===== src/hw/rtl/circular_deque_top_assert.svh =====
// Assertion macros used by the deque RTL.
// Depends on nothing; each file that asserts includes it.
`ifndef CIRCULAR_DEQUE_TOP_ASSERT_SVH
`define CIRCULAR_DEQUE_TOP_ASSERT_SVH

// Same-cycle implication, disabled while reset is low
`define CDQ_ASSERT_NOW(label, clk, rst_n, ante, cons, msg) \
    label: assert property (@(posedge clk) disable iff (!rst_n) (ante) |-> (cons)) \
        else $error(msg);

// Next-cycle implication, disabled while reset is low
`define CDQ_ASSERT_NEXT(label, clk, rst_n, ante, cons, msg) \
    label: assert property (@(posedge clk) disable iff (!rst_n) (ante) |=> (cons)) \
        else $error(msg);

`endif


===== src/hw/rtl/cdq_pkg.sv =====
// Types and constants shared by the circular deque.
// Depends on nothing.
`timescale 1ns / 1ps

package cdq_pkg;

    localparam int DEPTH_DEF = 4;
    localparam int WORD_W    = 32;
    localparam int MODE_W    = 2;
    localparam int STAT_W    = 2;
    localparam int OCC_W     = 3;

    // operation codes
    localparam logic [MODE_W-1:0] MODE_PUSH_REAR  = 2'd0;
    localparam logic [MODE_W-1:0] MODE_PUSH_FRONT = 2'd1;
    localparam logic [MODE_W-1:0] MODE_POP_FRONT  = 2'd2;
    localparam logic [MODE_W-1:0] MODE_POP_REAR   = 2'd3;

    // status codes
    localparam logic [STAT_W-1:0] STAT_OK    = 2'd0;
    localparam logic [STAT_W-1:0] STAT_FULL  = 2'd1;
    localparam logic [STAT_W-1:0] STAT_EMPTY = 2'd2;

    typedef struct packed {
        logic [MODE_W-1:0]        mode;
        logic signed [WORD_W-1:0] push_value;
    } t_in_word;

    typedef struct packed {
        logic signed [WORD_W-1:0] popped_value;
        logic [STAT_W-1:0]        status;
        logic [OCC_W-1:0]         occupancy;
    } t_out_word;

endpackage


===== src/hw/rtl/circular_deque_top.sv =====
// Circular deque top level: input handshake, result staging, output register.
// A result is held in the pending result stage (store read data and result fields), then moved to the output register.
// Throughput: one word per cycle while the output is not stalled; the single
// read port of the store and one pending result stage set this rate.
// Reset clears indices, fill count and valid flags; the store is not cleared
// and needs no clearing pass, so words are accepted right after reset.
`timescale 1ns / 1ps

module circular_deque_top
    import cdq_pkg::*;
#(
    parameter int DEPTH = DEPTH_DEF
) (
    input  logic      i_clk,
    input  logic      i_rst_n,
    input  logic      i_in_valid,
    output logic      o_in_stall,
    input  t_in_word  i_in_word,
    output logic      o_out_valid,
    input  logic      i_out_stall,
    output t_out_word o_out_word
);

    logic      r_pend;
    logic      r_out_valid;
    t_out_word r_out_word;
    logic      w_move;
    logic      w_take;
    t_out_word w_res;

    // move the pending result once the output register frees up
    assign w_move     = r_pend && (!r_out_valid || !i_out_stall);
    assign o_in_stall = r_pend && !w_move;
    assign w_take     = i_in_valid && !o_in_stall;

    cdq_ctrl #(
        .DEPTH (DEPTH)
    ) u_ctrl (
        .i_clk   (i_clk),
        .i_rst_n (i_rst_n),
        .i_take  (w_take),
        .i_word  (i_in_word),
        .o_res   (w_res)
    );

    // track pending and output valid flags
    always_ff @(posedge i_clk) begin
        if (!i_rst_n) begin
            r_pend      <= 1'b0;
            r_out_valid <= 1'b0;
        end else begin
            if (w_take) begin
                r_pend <= 1'b1;
            end else if (w_move) begin
                r_pend <= 1'b0;
            end
            if (w_move) begin
                r_out_valid <= 1'b1;
            end else if (!i_out_stall) begin
                r_out_valid <= 1'b0;
            end
        end
    end

    // load the output word
    always_ff @(posedge i_clk) begin
        if (w_move) begin
            r_out_word <= w_res;
        end
    end

    assign o_out_valid = r_out_valid;
    assign o_out_word  = r_out_word;

endmodule


===== src/hw/rtl/cdq_ram.sv =====
// Generic single-port-write, single-port-read RAM with registered read data.
// Depends on nothing.
`timescale 1ns / 1ps

module cdq_ram #(
    parameter int WIDTH = 32,
    parameter int DEPTH = 4
) (
    input  logic                     i_clk,
    input  logic                     i_we,
    input  logic [$clog2(DEPTH)-1:0] i_waddr,
    input  logic [WIDTH-1:0]         i_wdata,
    input  logic                     i_re,
    input  logic [$clog2(DEPTH)-1:0] i_raddr,
    output logic [WIDTH-1:0]         o_rdata
);

    logic [WIDTH-1:0] r_mem [DEPTH];
    logic [WIDTH-1:0] r_rdata;

    // write port
    always_ff @(posedge i_clk) begin
        if (i_we) begin
            r_mem[i_waddr] <= i_wdata;
        end
    end

    // read port, hold data when not reading
    always_ff @(posedge i_clk) begin
        if (i_re) begin
            r_rdata <= r_mem[i_raddr];
        end
    end

    assign o_rdata = r_rdata;

endmodule


===== src/hw/rtl/cdq_ctrl.sv =====
// Deque control: head/tail indices, fill count and the word store.
// Depends on cdq_pkg, cdq_ram and circular_deque_top_assert.svh.
`timescale 1ns / 1ps
`include "circular_deque_top_assert.svh"

module cdq_ctrl
    import cdq_pkg::*;
#(
    parameter int DEPTH = DEPTH_DEF
) (
    input  logic      i_clk,
    input  logic      i_rst_n,
    input  logic      i_take,
    input  t_in_word  i_word,
    output t_out_word o_res
);

    localparam int IDX_W = $clog2(DEPTH);
    localparam int CNT_W = $clog2(DEPTH + 1);
    localparam int EXT_W = CNT_W + OCC_W;

    logic [IDX_W-1:0] r_head, n_head;
    logic [IDX_W-1:0] r_tail, n_tail;
    logic [CNT_W-1:0] r_count, n_count;

    logic              w_we;
    logic [IDX_W-1:0]  w_waddr;
    logic              w_re;
    logic [IDX_W-1:0]  w_raddr;
    logic [STAT_W-1:0] w_status;
    logic              w_pop_ok;
    logic              w_is_push;
    logic              w_full;
    logic              w_empty;
    logic [EXT_W-1:0]  w_occ_ext;
    logic [WORD_W-1:0] w_rdata;

    logic              r_res_pop;
    logic [STAT_W-1:0] r_res_status;
    logic [OCC_W-1:0]  r_res_occ;

    function automatic logic [IDX_W-1:0] next_pos(input logic [IDX_W-1:0] p);
        next_pos = (p == IDX_W'(DEPTH - 1)) ? '0 : p + IDX_W'(1);
    endfunction

    function automatic logic [IDX_W-1:0] prev_pos(input logic [IDX_W-1:0] p);
        prev_pos = (p == '0) ? IDX_W'(DEPTH - 1) : p - IDX_W'(1);
    endfunction

    assign w_is_push = i_word.mode inside {MODE_PUSH_REAR, MODE_PUSH_FRONT};
    assign w_full    = (r_count == CNT_W'(DEPTH));
    assign w_empty   = (r_count == '0);

    // decode the operation into index updates and store accesses
    always_comb begin
        n_head   = r_head;
        n_tail   = r_tail;
        n_count  = r_count;
        w_we     = 1'b0;
        w_waddr  = '0;
        w_re     = 1'b0;
        w_raddr  = r_head;
        w_status = STAT_OK;
        w_pop_ok = 1'b0;
        if (w_is_push) begin
            if (w_full) begin
                w_status = STAT_FULL;
            end else if (w_empty) begin
                n_head  = '0;
                n_tail  = '0;
                n_count = CNT_W'(1);
                w_we    = i_take;
                w_waddr = '0;
            end else if (i_word.mode == MODE_PUSH_REAR) begin
                n_tail  = next_pos(r_tail);
                n_count = r_count + CNT_W'(1);
                w_we    = i_take;
                w_waddr = n_tail;
            end else begin
                n_head  = prev_pos(r_head);
                n_count = r_count + CNT_W'(1);
                w_we    = i_take;
                w_waddr = n_head;
            end
        end else begin
            if (w_empty) begin
                w_status = STAT_EMPTY;
            end else begin
                w_re     = i_take;
                w_pop_ok = 1'b1;
                n_count  = r_count - CNT_W'(1);
                if (i_word.mode == MODE_POP_FRONT) begin
                    w_raddr = r_head;
                    n_head  = next_pos(r_head);
                end else begin
                    w_raddr = r_tail;
                    n_tail  = prev_pos(r_tail);
                end
                // last word gone: return both indices to the origin
                if (r_count == CNT_W'(1)) begin
                    n_head = '0;
                    n_tail = '0;
                end
            end
        end
    end

    assign w_occ_ext = EXT_W'(n_count);

    // advance indices and count on each taken word
    always_ff @(posedge i_clk) begin
        if (!i_rst_n) begin
            r_head  <= '0;
            r_tail  <= '0;
            r_count <= '0;
        end else if (i_take) begin
            r_head  <= n_head;
            r_tail  <= n_tail;
            r_count <= n_count;
        end
    end

    // hold result fields alongside the store read
    always_ff @(posedge i_clk) begin
        if (i_take) begin
            r_res_pop    <= w_pop_ok;
            r_res_status <= w_status;
            r_res_occ    <= w_occ_ext[OCC_W-1:0];
        end
    end

    cdq_ram #(
        .WIDTH (WORD_W),
        .DEPTH (DEPTH)
    ) u_store (
        .i_clk   (i_clk),
        .i_we    (w_we),
        .i_waddr (w_waddr),
        .i_wdata (i_word.push_value),
        .i_re    (w_re),
        .i_raddr (w_raddr),
        .o_rdata (w_rdata)
    );

    assign o_res.popped_value = r_res_pop ? signed'(w_rdata) : '0;
    assign o_res.status       = r_res_status;
    assign o_res.occupancy    = r_res_occ;

    `CDQ_ASSERT_NOW(a_count_range, i_clk, i_rst_n, 1'b1, r_count <= CNT_W'(DEPTH), "count above depth")
    `CDQ_ASSERT_NOW(a_empty_origin, i_clk, i_rst_n, r_count == '0, r_head == '0 && r_tail == '0, "empty deque with indices off origin")
    `CDQ_ASSERT_NEXT(a_refused_hold, i_clk, i_rst_n, i_take && w_status != STAT_OK, $stable(r_count) && $stable(r_head) && $stable(r_tail), "refused operation changed state")
    `CDQ_ASSERT_NEXT(a_pop_dec, i_clk, i_rst_n, i_take && w_pop_ok, r_count == $past(r_count) - CNT_W'(1), "pop did not drop count")

endmodule

===== config.mk =====
export PLATFORM = sky130hd
export DESIGN_NAME = circular_deque_top
export DESIGN_NICKNAME = d
export VERILOG_FILES = /design/src/hw/rtl/cdq_pkg.sv /design/src/hw/rtl/circular_deque_top.sv /design/src/hw/rtl/cdq_ram.sv /design/src/hw/rtl/cdq_ctrl.sv
export VERILOG_INCLUDE_DIRS = /design/src /design/src/hw/rtl
export SDC_FILE = /design/constraint.sdc
export NUM_CORES = 1
export LEC_CHECK = 0
export BUFFER_PORTS_ARGS = -buffer_cell sky130_fd_sc_hd__buf_2
export CORE_MARGIN = 2
export CORE_UTILIZATION = 34
export DETAILED_ROUTE_END_ITERATION = 16
export PLACE_DENSITY_LB_ADDON = 0.1
export SLEW_MARGIN = 10
export SYNTH_ARGS = -nofsm -noshare
export SYNTH_HDL_FRONTEND = slang
export SYNTH_HIERARCHICAL = 1
export SYNTH_SLANG_ARGS = --single-unit

===== constraint.sdc =====
create_clock -name i_clk -period 9.8 [get_ports i_clk]
set_input_delay 1.96 -clock i_clk [delete_from_list [all_inputs] [get_ports i_clk]]
set_output_delay 1.96 -clock i_clk [all_outputs]
set_load 0.03 [all_outputs]

=== After elaboration in Yosys (flattened, before gate mapping) ===
Memories as Yosys holds them, arrays and structs flattened. A register that Yosys moved wholly into a read port is not among the register bits.
Cells that the tools add are included.

* Memories kept: 1
* Input port bits: 38
* Bits in writable memories: 128
* Logic and storage cells: 90
* Bits in registers: 52

{| class="wikitable"
|+ Memory list
! memory !! words !! bits a word !! rd ports !! clocked after Yosys merged registers in !! write ports !! line !! source
|-
| u_ctrl.u_store.r_mem || 4 || 32 || 1 || 1 || 1 || cdq_ram.sv:18 || <nowiki>logic [WIDTH-1:0] r_mem [DEPTH];</nowiki>
|}

* Eq/ne operators: 12
* Muxes and demuxes: 43
* Reductions and logical operators: 17
* Add/sub/neg operators: 6

{| class="wikitable"
|+ Operators by type and width
! kind !! number
|-
| 2-bit two-way mux || 27
|-
| 1-bit two-way mux || 12
|-
| 3-bit two-way mux || 4
|-
| 5-bit AND reduction || 2
|-
| 2-bit equality test, second input constant || 3
|-
| 2-bit zero test || 3
|-
| 3-bit inequality test, second input constant || 2
|-
| 2-bit by 1-bit adder with 2-bit output, second input constant || 2
|-
| 1-bit zero test || 4
|-
| 2-bit by 1-bit inequality test with 1-bit output, second input constant || 2
|-
| 2-bit nonzero test || 2
|-
| 2-bit by 1-bit subtractor with 2-bit output, second input constant || 2
|-
| 3-bit by 1-bit adder with 3-bit output, second input constant || 1
|-
| 3-bit by 1-bit equality test with 1-bit output, second input constant || 1
|-
| 3-bit equality test, second input constant || 1
|-
| 1-bit logical AND || 3
|-
| 3-bit zero test || 1
|-
| 3-bit by 2-bit inequality test with 1-bit output, second input constant || 1
|-
| 3-bit nonzero test || 1
|-
| 3-bit by 1-bit subtractor with 3-bit output, second input constant || 1
|-
| 2-bit by 1-bit equality test with 1-bit output, second input constant || 1
|-
| 2-bit inequality test, second input constant || 1
|-
| 1-bit logical OR || 1
|}

=== Logic depth before layout (Yosys ltp) ===
* Depth in word-level cells: 11
* Mapped depth: 10

=== Modules after synthesis ===
Netlist, hierarchy kept.

{| class="wikitable"
|+ By module, submodules not included
! module !! cells an instance !! instances !! area an instance (µm²) !! sequential area each (µm²)
|-
| cdq_ram || 203 || 1 || 5650.4 || 4804.6
|-
| circular_deque_top || 45 || 1 || 1194.9 || 1151.1
|-
| cdq_ctrl || 148 || 1 || 1191.1 || 320.3
|}

=== Least setup slack after synthesis ===
OpenSTA, ideal clock, no wires.

* Kind: input to register
* Start point: in i_out_stall
* End point: mem u_ctrl.u_store.r_mem[0][0] (enable)
* Arrival time: 5.462 ns
* Stages: 5
* Data required time: 9.332 ns
* Buffers on the path: 1
* Slack: 3.870 ns
* Path through: and3_4 nor2b_1 clkbuf_1 and3_1 nor3b_1

* Cells in the longest elaborated chain, start to end: 11

{| class="wikitable"
|+ RTL lines
! item !! line !! source
|-
| start: declaration || circular_deque_top.sv:20 || <nowiki>input logic i_out_stall,</nowiki>
|-
| 1-bit zero test || - ||
|-
| 1-bit logical OR || circular_deque_top.sv:32 || <nowiki>assign w_move = r_pend && (!r_out_valid || !i_out_stall);</nowiki>
|-
| 1-bit logical AND || circular_deque_top.sv:32 ||
|-
| 1-bit zero test || circular_deque_top.sv:33 || <nowiki>assign o_in_stall = r_pend && !w_move;</nowiki>
|-
| 1-bit logical AND || circular_deque_top.sv:33 ||
|-
| 1-bit zero test || circular_deque_top.sv:34 || <nowiki>assign w_take = i_in_valid && !o_in_stall;</nowiki>
|-
| 1-bit logical AND || circular_deque_top.sv:34 ||
|-
| net w_take || circular_deque_top.sv:28 || <nowiki>logic w_take;</nowiki>
|-
| 1-bit two-way mux || cdq_ctrl.sv:66 || <nowiki>if (w_full) begin</nowiki>
|-
| 1-bit two-way mux || cdq_ctrl.sv:65 || <nowiki>if (w_is_push) begin</nowiki>
|-
| net u_ctrl.w_we || cdq_ctrl.sv:26 || <nowiki>logic w_we;</nowiki>
|-
| 1-bit two-way mux || cdq_ram.sv:23 || <nowiki>if (i_we) begin</nowiki>
|-
| 1-bit two-way mux (implied by the code) || cdq_ram.sv:24 || <nowiki>r_mem[i_waddr] <= i_wdata;</nowiki>
|-
| end: declaration || cdq_ram.sv:18 ||
|}

The timed path passes the listed nets, and every way through them passes these cells.

=== Final worst setup path ===
* Start point: in i_out_stall
* End point: out o_in_stall

* Cells in the longest elaborated chain, start to end: 5

{| class="wikitable"
|+ RTL lines
! item !! line !! source
|-
| 1-bit zero test || - ||
|-
| 1-bit logical OR || circular_deque_top.sv:32 ||
|-
| 1-bit logical AND || circular_deque_top.sv:32 ||
|-
| 1-bit zero test || circular_deque_top.sv:33 ||
|-
| 1-bit logical AND || circular_deque_top.sv:33 ||
|-
| end: declaration || circular_deque_top.sv:17 || <nowiki>output logic o_in_stall,</nowiki>
|}

No other way between the ends.

==> results <==
- The summed negative setup slack over all endpoints is 0 ns.
- The I/O pin count is 77.
- The area fraction of the dominant cell type after synthesis is 75.9%.
- CTS saw 212 sinks.
- The number of enable flip-flop cells after synthesis is 203.
- The net switching fraction of the power is 21.9%.
- Setup repair after global routing left no endpoint under its margin.
- The number of global-route vias before repair is 4130.
- The area growth from synthesis to final layout is 18.3%.
- The met3 layer usage reported by global route is 2.90%.
- Counting flops and latches in the post-synthesis netlist gives 212.
- For the final database, setup skew stands at 0.00566 ns.
- The sort of element at the end of the critical path is a primary output.
- The post-synthesis net count is 443.
- The number of buffers and inverters on the critical path is 2.
- The final HPWL from detailed placement is 8.42 mm.
- The clock latency on the worst-skew pair is 0.50 ns.
- The die boundary height is 158 um.
- Synthesis instantiated 46 different standard cells from the library.
- The highest net fanout along the worst path is 3.
- The worst-path cell with the longest stage delay is sky130_fd_sc_hd__and3_4.
- The max-slew headroom at the worst pin is 31.2%.
- The number of pins with negative max-slew slack in the final report is 0.
- The clock edge transition at the registers on the reported setup and hold paths is 0.06 ns.
- The net switching power is 0.000445 W.
- The multi-input combinational cell area is 0.00162 mm^2.
- For this run, asynchronously set or reset flops after synthesis account for 0%.
- The cell area that synthesis handed to floorplanning was 0.00804 mm^2.
- met2 is the most crowded layer.
- The hold violation total from the final report came to 0.
- In this run, the clock network consumes 41.0% of the power.
- The number of nets still failing antenna checks after routing is 0.
- The TritonCTS clock tree is yes.
- The cell family with the largest share of critical-path delay is buffers and inverters.
- The routed layout has 3777 vias.
- The number of clock buffers added by TritonCTS is 24.
- The number of buffers added for setup after CTS is 0.
- The root buffer cell is sky130_fd_sc_hd__clkbuf_16.
- The count of maximum capacitance violations is 0.
- The leakage dissipation is 3.23 nW.
- The maximum number of pins on one net before global-route repair is 38.
- The worst setup path is launched from an input port.
- Buffers placed on the I/O ports in this run total 76.
- The worst setup timing slack at the placement stage is 4.98 ns.
- Per report_power, the combinational group accounts for 7.5% of the total.
- The critical path's most frequent cell is sky130_fd_sc_hd__buf_2.
- Setup violations remaining at the end of the flow were counted as 0.
- The critical path arrival is 2.50 ns.
- CTS built an H-tree with a depth of 1.
- The worst min-delay path category is flip-flop to flip-flop.
- In the synthesized netlist the dominant register cell turns out to be sky130_fd_sc_hd__edfxtp_1.
- For this run, the total global-route usage over all layers was measured as 12.5%.
- The standard-cell row count is 56.
- The final-layout fill cell count is 2138.
- The leftover overflow at the end of global routing is 0.
- The global-route wire length before repair is 23.4 mm.
- The count of yosys warnings during synthesis is 6.
- The sequential area share after synthesis is 78.1%.
- After the first detailed-routing iteration, the DRC count stood at 181.
- The number of antenna violations at the first check in global routing is 3.
- The shortest period the worst path allows is 4.46 ns.
- The final critical path takes up 45.5% of the cycle.
- The count of unresolved DRC violations after routing is 0.
- The post-synthesis cell type with the largest combined area is sky130_fd_sc_hd__edfxtp_1.
- Once the floorplan was initialized, standard cells occupied 34.4% of the core.
- Buffers inserted to repair hold after CTS numbered 0.
- The buffer depth of the longest clock path is 3.
- At the end of routability-driven placement, the weighted congestion stood at 0.763.
- For this run, the slowest stage of the critical path takes 0.21 ns.
- The worst-case IR drop observed on VDD is 111 uV.
- Traced cell by cell, the critical path runs through buf_2 > and3_4 > buf_2.
- After detailed routing, the total wire length is 14.9 mm.
- The startpoint-to-endpoint class of the critical path is input port to primary output.
- The die covers 0.0249 mm^2.
- Gates resized during post-CTS repair numbered 0.
- Ranked by total cell area, the synthesized netlist is headed by sky130_fd_sc_hd__edfxtp_1, sky130_fd_sc_hd__mux4_2, sky130_fd_sc_hd__and2_1, sky130_fd_sc_hd__dfxtp_1, sky130_fd_sc_hd__ha_1.
- Global routing consumed, on the met2 layer, 21.0% of the routing resources.
- Synthesis produced a netlist whose cell count is 396.
- The die is 158 um wide.
- The internal power contribution is 0.00159 W.
- Each instance of the synthesized netlist takes up on average 20.3 um^2.
- Data on the critical path is required at its endpoint by 7.84 ns.
- After detailed routing, the average wire length per cell comes to 18.1 um.
- The register cell area after layout is 0.00628 mm^2.
- The maximum achievable frequency is 224 MHz.
- The ratio of total power to cell area is 214 mW/mm^2.
- At the pin with the least slew margin, the transition time is 1.03 ns.
- The fraction of power consumed by sequential logic is 51.5%.
- The post-route netlist has 31.9% of its cells at a drive strength greater than 1.
- The first-pass iteration count of the detailed router is 4.
- The core region is 0.0233 mm^2.
- In the post-route analysis, the smallest setup slack over all paths is 5.34 ns.
- At the end of the flow, the number of nets in the layout was 534.
- The flow ran to the end, and the final reports show no timing, DRC or antenna violations.
- For met1 alone, demand over resource in global routing was 16.2%.
- The routed via count divided by cell count is 4.58.
==> synthesized netlist by cell type (2+ instances only) <==
cell type                    n
sky130_fd_sc_hd__buf_6       2
sky130_fd_sc_hd__a31oi_1     2
sky130_fd_sc_hd__and2_1     32
sky130_fd_sc_hd__mux4_1      2
sky130_fd_sc_hd__buf_4       2
sky130_fd_sc_hd__nor2_1      8
sky130_fd_sc_hd__dfxtp_1     9
sky130_fd_sc_hd__and3b_1     2
sky130_fd_sc_hd__ha_1        9
sky130_fd_sc_hd__edfxtp_1  203
sky130_fd_sc_hd__clkbuf_1    5
sky130_fd_sc_hd__nand3_1     3
sky130_fd_sc_hd__nor3b_1     2
sky130_fd_sc_hd__mux4_2     30
sky130_fd_sc_hd__and3_1      5
sky130_fd_sc_hd__inv_1       9
sky130_fd_sc_hd__nor2b_1     5
sky130_fd_sc_hd__a21oi_1     5
sky130_fd_sc_hd__nand2_1    13
sky130_fd_sc_hd__mux2i_1     6
sky130_fd_sc_hd__buf_12      3
sky130_fd_sc_hd__o21ai_0     7
sky130_fd_sc_hd__buf_2       5
sky130_fd_sc_hd__nand2b_1    3
sky130_fd_sc_hd__nor3_1      3
==> power groups by stage <==
stage	registers, W	logic (W)	clock network [W]
after floorplan	0.00108	0.0000997	0
after global placement	0.00107	0.000154	0
after detailed placement	0.00107	0.000156	0
after CTS	0.00105	0.000157	0.000864
after global routing	0.00105	0.000169	0.000903
final	0.00105	0.000153	0.000835
==> placed cells by master (no fill, tap or decap), drive strengths merged, types with 9 or more instances in the layout <==
cell type / count
edfxtp: 203
buf: 82
and2: 32
mux4: 32
clkbuf: 31
nand2: 13
inv: 12
dfxtp: 9
ha: 9
clkinv: 9
==> through the flow <==
stage               instances  hold slack [ns]  util, %  total power, W  cell area, um^2
floorplan                 396            0.400        -         0.00118             8040
global placement          780            0.404     37.6         0.00122             8770
detailed placement        780            0.405     37.6         0.00123             8770
CTS                       824            0.418     40.7         0.00207             9510
global route              824            0.423     40.7         0.00213             9510
finish                    825            0.417     40.8         0.00204             9510
==> routing by layer <==
| metal | up-vias | part of all wire, % |
|---|---|---|
| met3 | 28 | 5.4 |
| li1 | 1752 | - |
| met2 | 90 | 48 |
| met4 | 4 | 1.9 |
| met1 | 1903 | 44 |
| met5 | - | 0.15 |
==> final timing paths <==
check	start	endpoint	slack (ns)	depth (start not counted)
hold reg to reg	u_ctrl/r_res_occ[1]$_DFFE_PP_	o_out_word[1]$_DFFE_PP_	0.42	0
hold / removal	u_ctrl/r_res_occ[1]$_DFFE_PP_	o_out_word[1]$_DFFE_PP_	0.42	0
setup reg to reg	u_ctrl/r_count[0]$_SDFFE_PN0P_	u_ctrl/u_store/o_rdata[31]$_DFFE_PP_	6.37	8
setup / recovery	i_out_stall	o_in_stall	5.34	3
==> logic make-up after synthesis <==
kind of cell / count (synthesis) / share of synthesized area, %
flops: 212 / 78.1
simple gates: 79 / 5.65
mux: 38 / 9.81
compound gates: 28 / 2.49
buf+inv: 28 / 2.34
fa+ha+maj: 9 / 1.40
xor+xnor: 2 / 0.218
==> worst register-to-register path: stages (launching register included) <==
cell and delay, ns:
sky130_fd_sc_hd__dfxtp_1 0.37, sky130_fd_sc_hd__inv_1 0.11, sky130_fd_sc_hd__ha_1 0.37, sky130_fd_sc_hd__nor2b_4 0.32
sky130_fd_sc_hd__nor2_1 0.09, sky130_fd_sc_hd__nand2_1 0.20, sky130_fd_sc_hd__mux2i_4 0.52, sky130_fd_sc_hd__buf_4 0.56
sky130_fd_sc_hd__mux4_1 0.63
==> layout make-up <==
class | instances | share of cell area (%)
sequential | 212 | 66.0
multi-input combinational | 156 | 17.0
clock buffer | 31 | 6.81
timing repair buffer | 82 | 4.47
tap | 319 | 4.20
clock inverter | 13 | 0.987
inverter | 11 | 0.487
antenna | 1 | 0.0263
==> state kept, by name, indices dropped and copies added, names as in the netlist <==
register	count
u_ctrl/u_store/r_mem	128
o_out_word	37
u_ctrl/u_store/o_rdata	32
u_ctrl/r_count	3
u_ctrl/r_res_occ	3
u_ctrl/r_head	2
u_ctrl/r_res_status	2
u_ctrl/r_tail	2
o_out_valid	1
r_pend	1
u_ctrl/r_res_pop	1
Power figures use the tool's default switching activity.
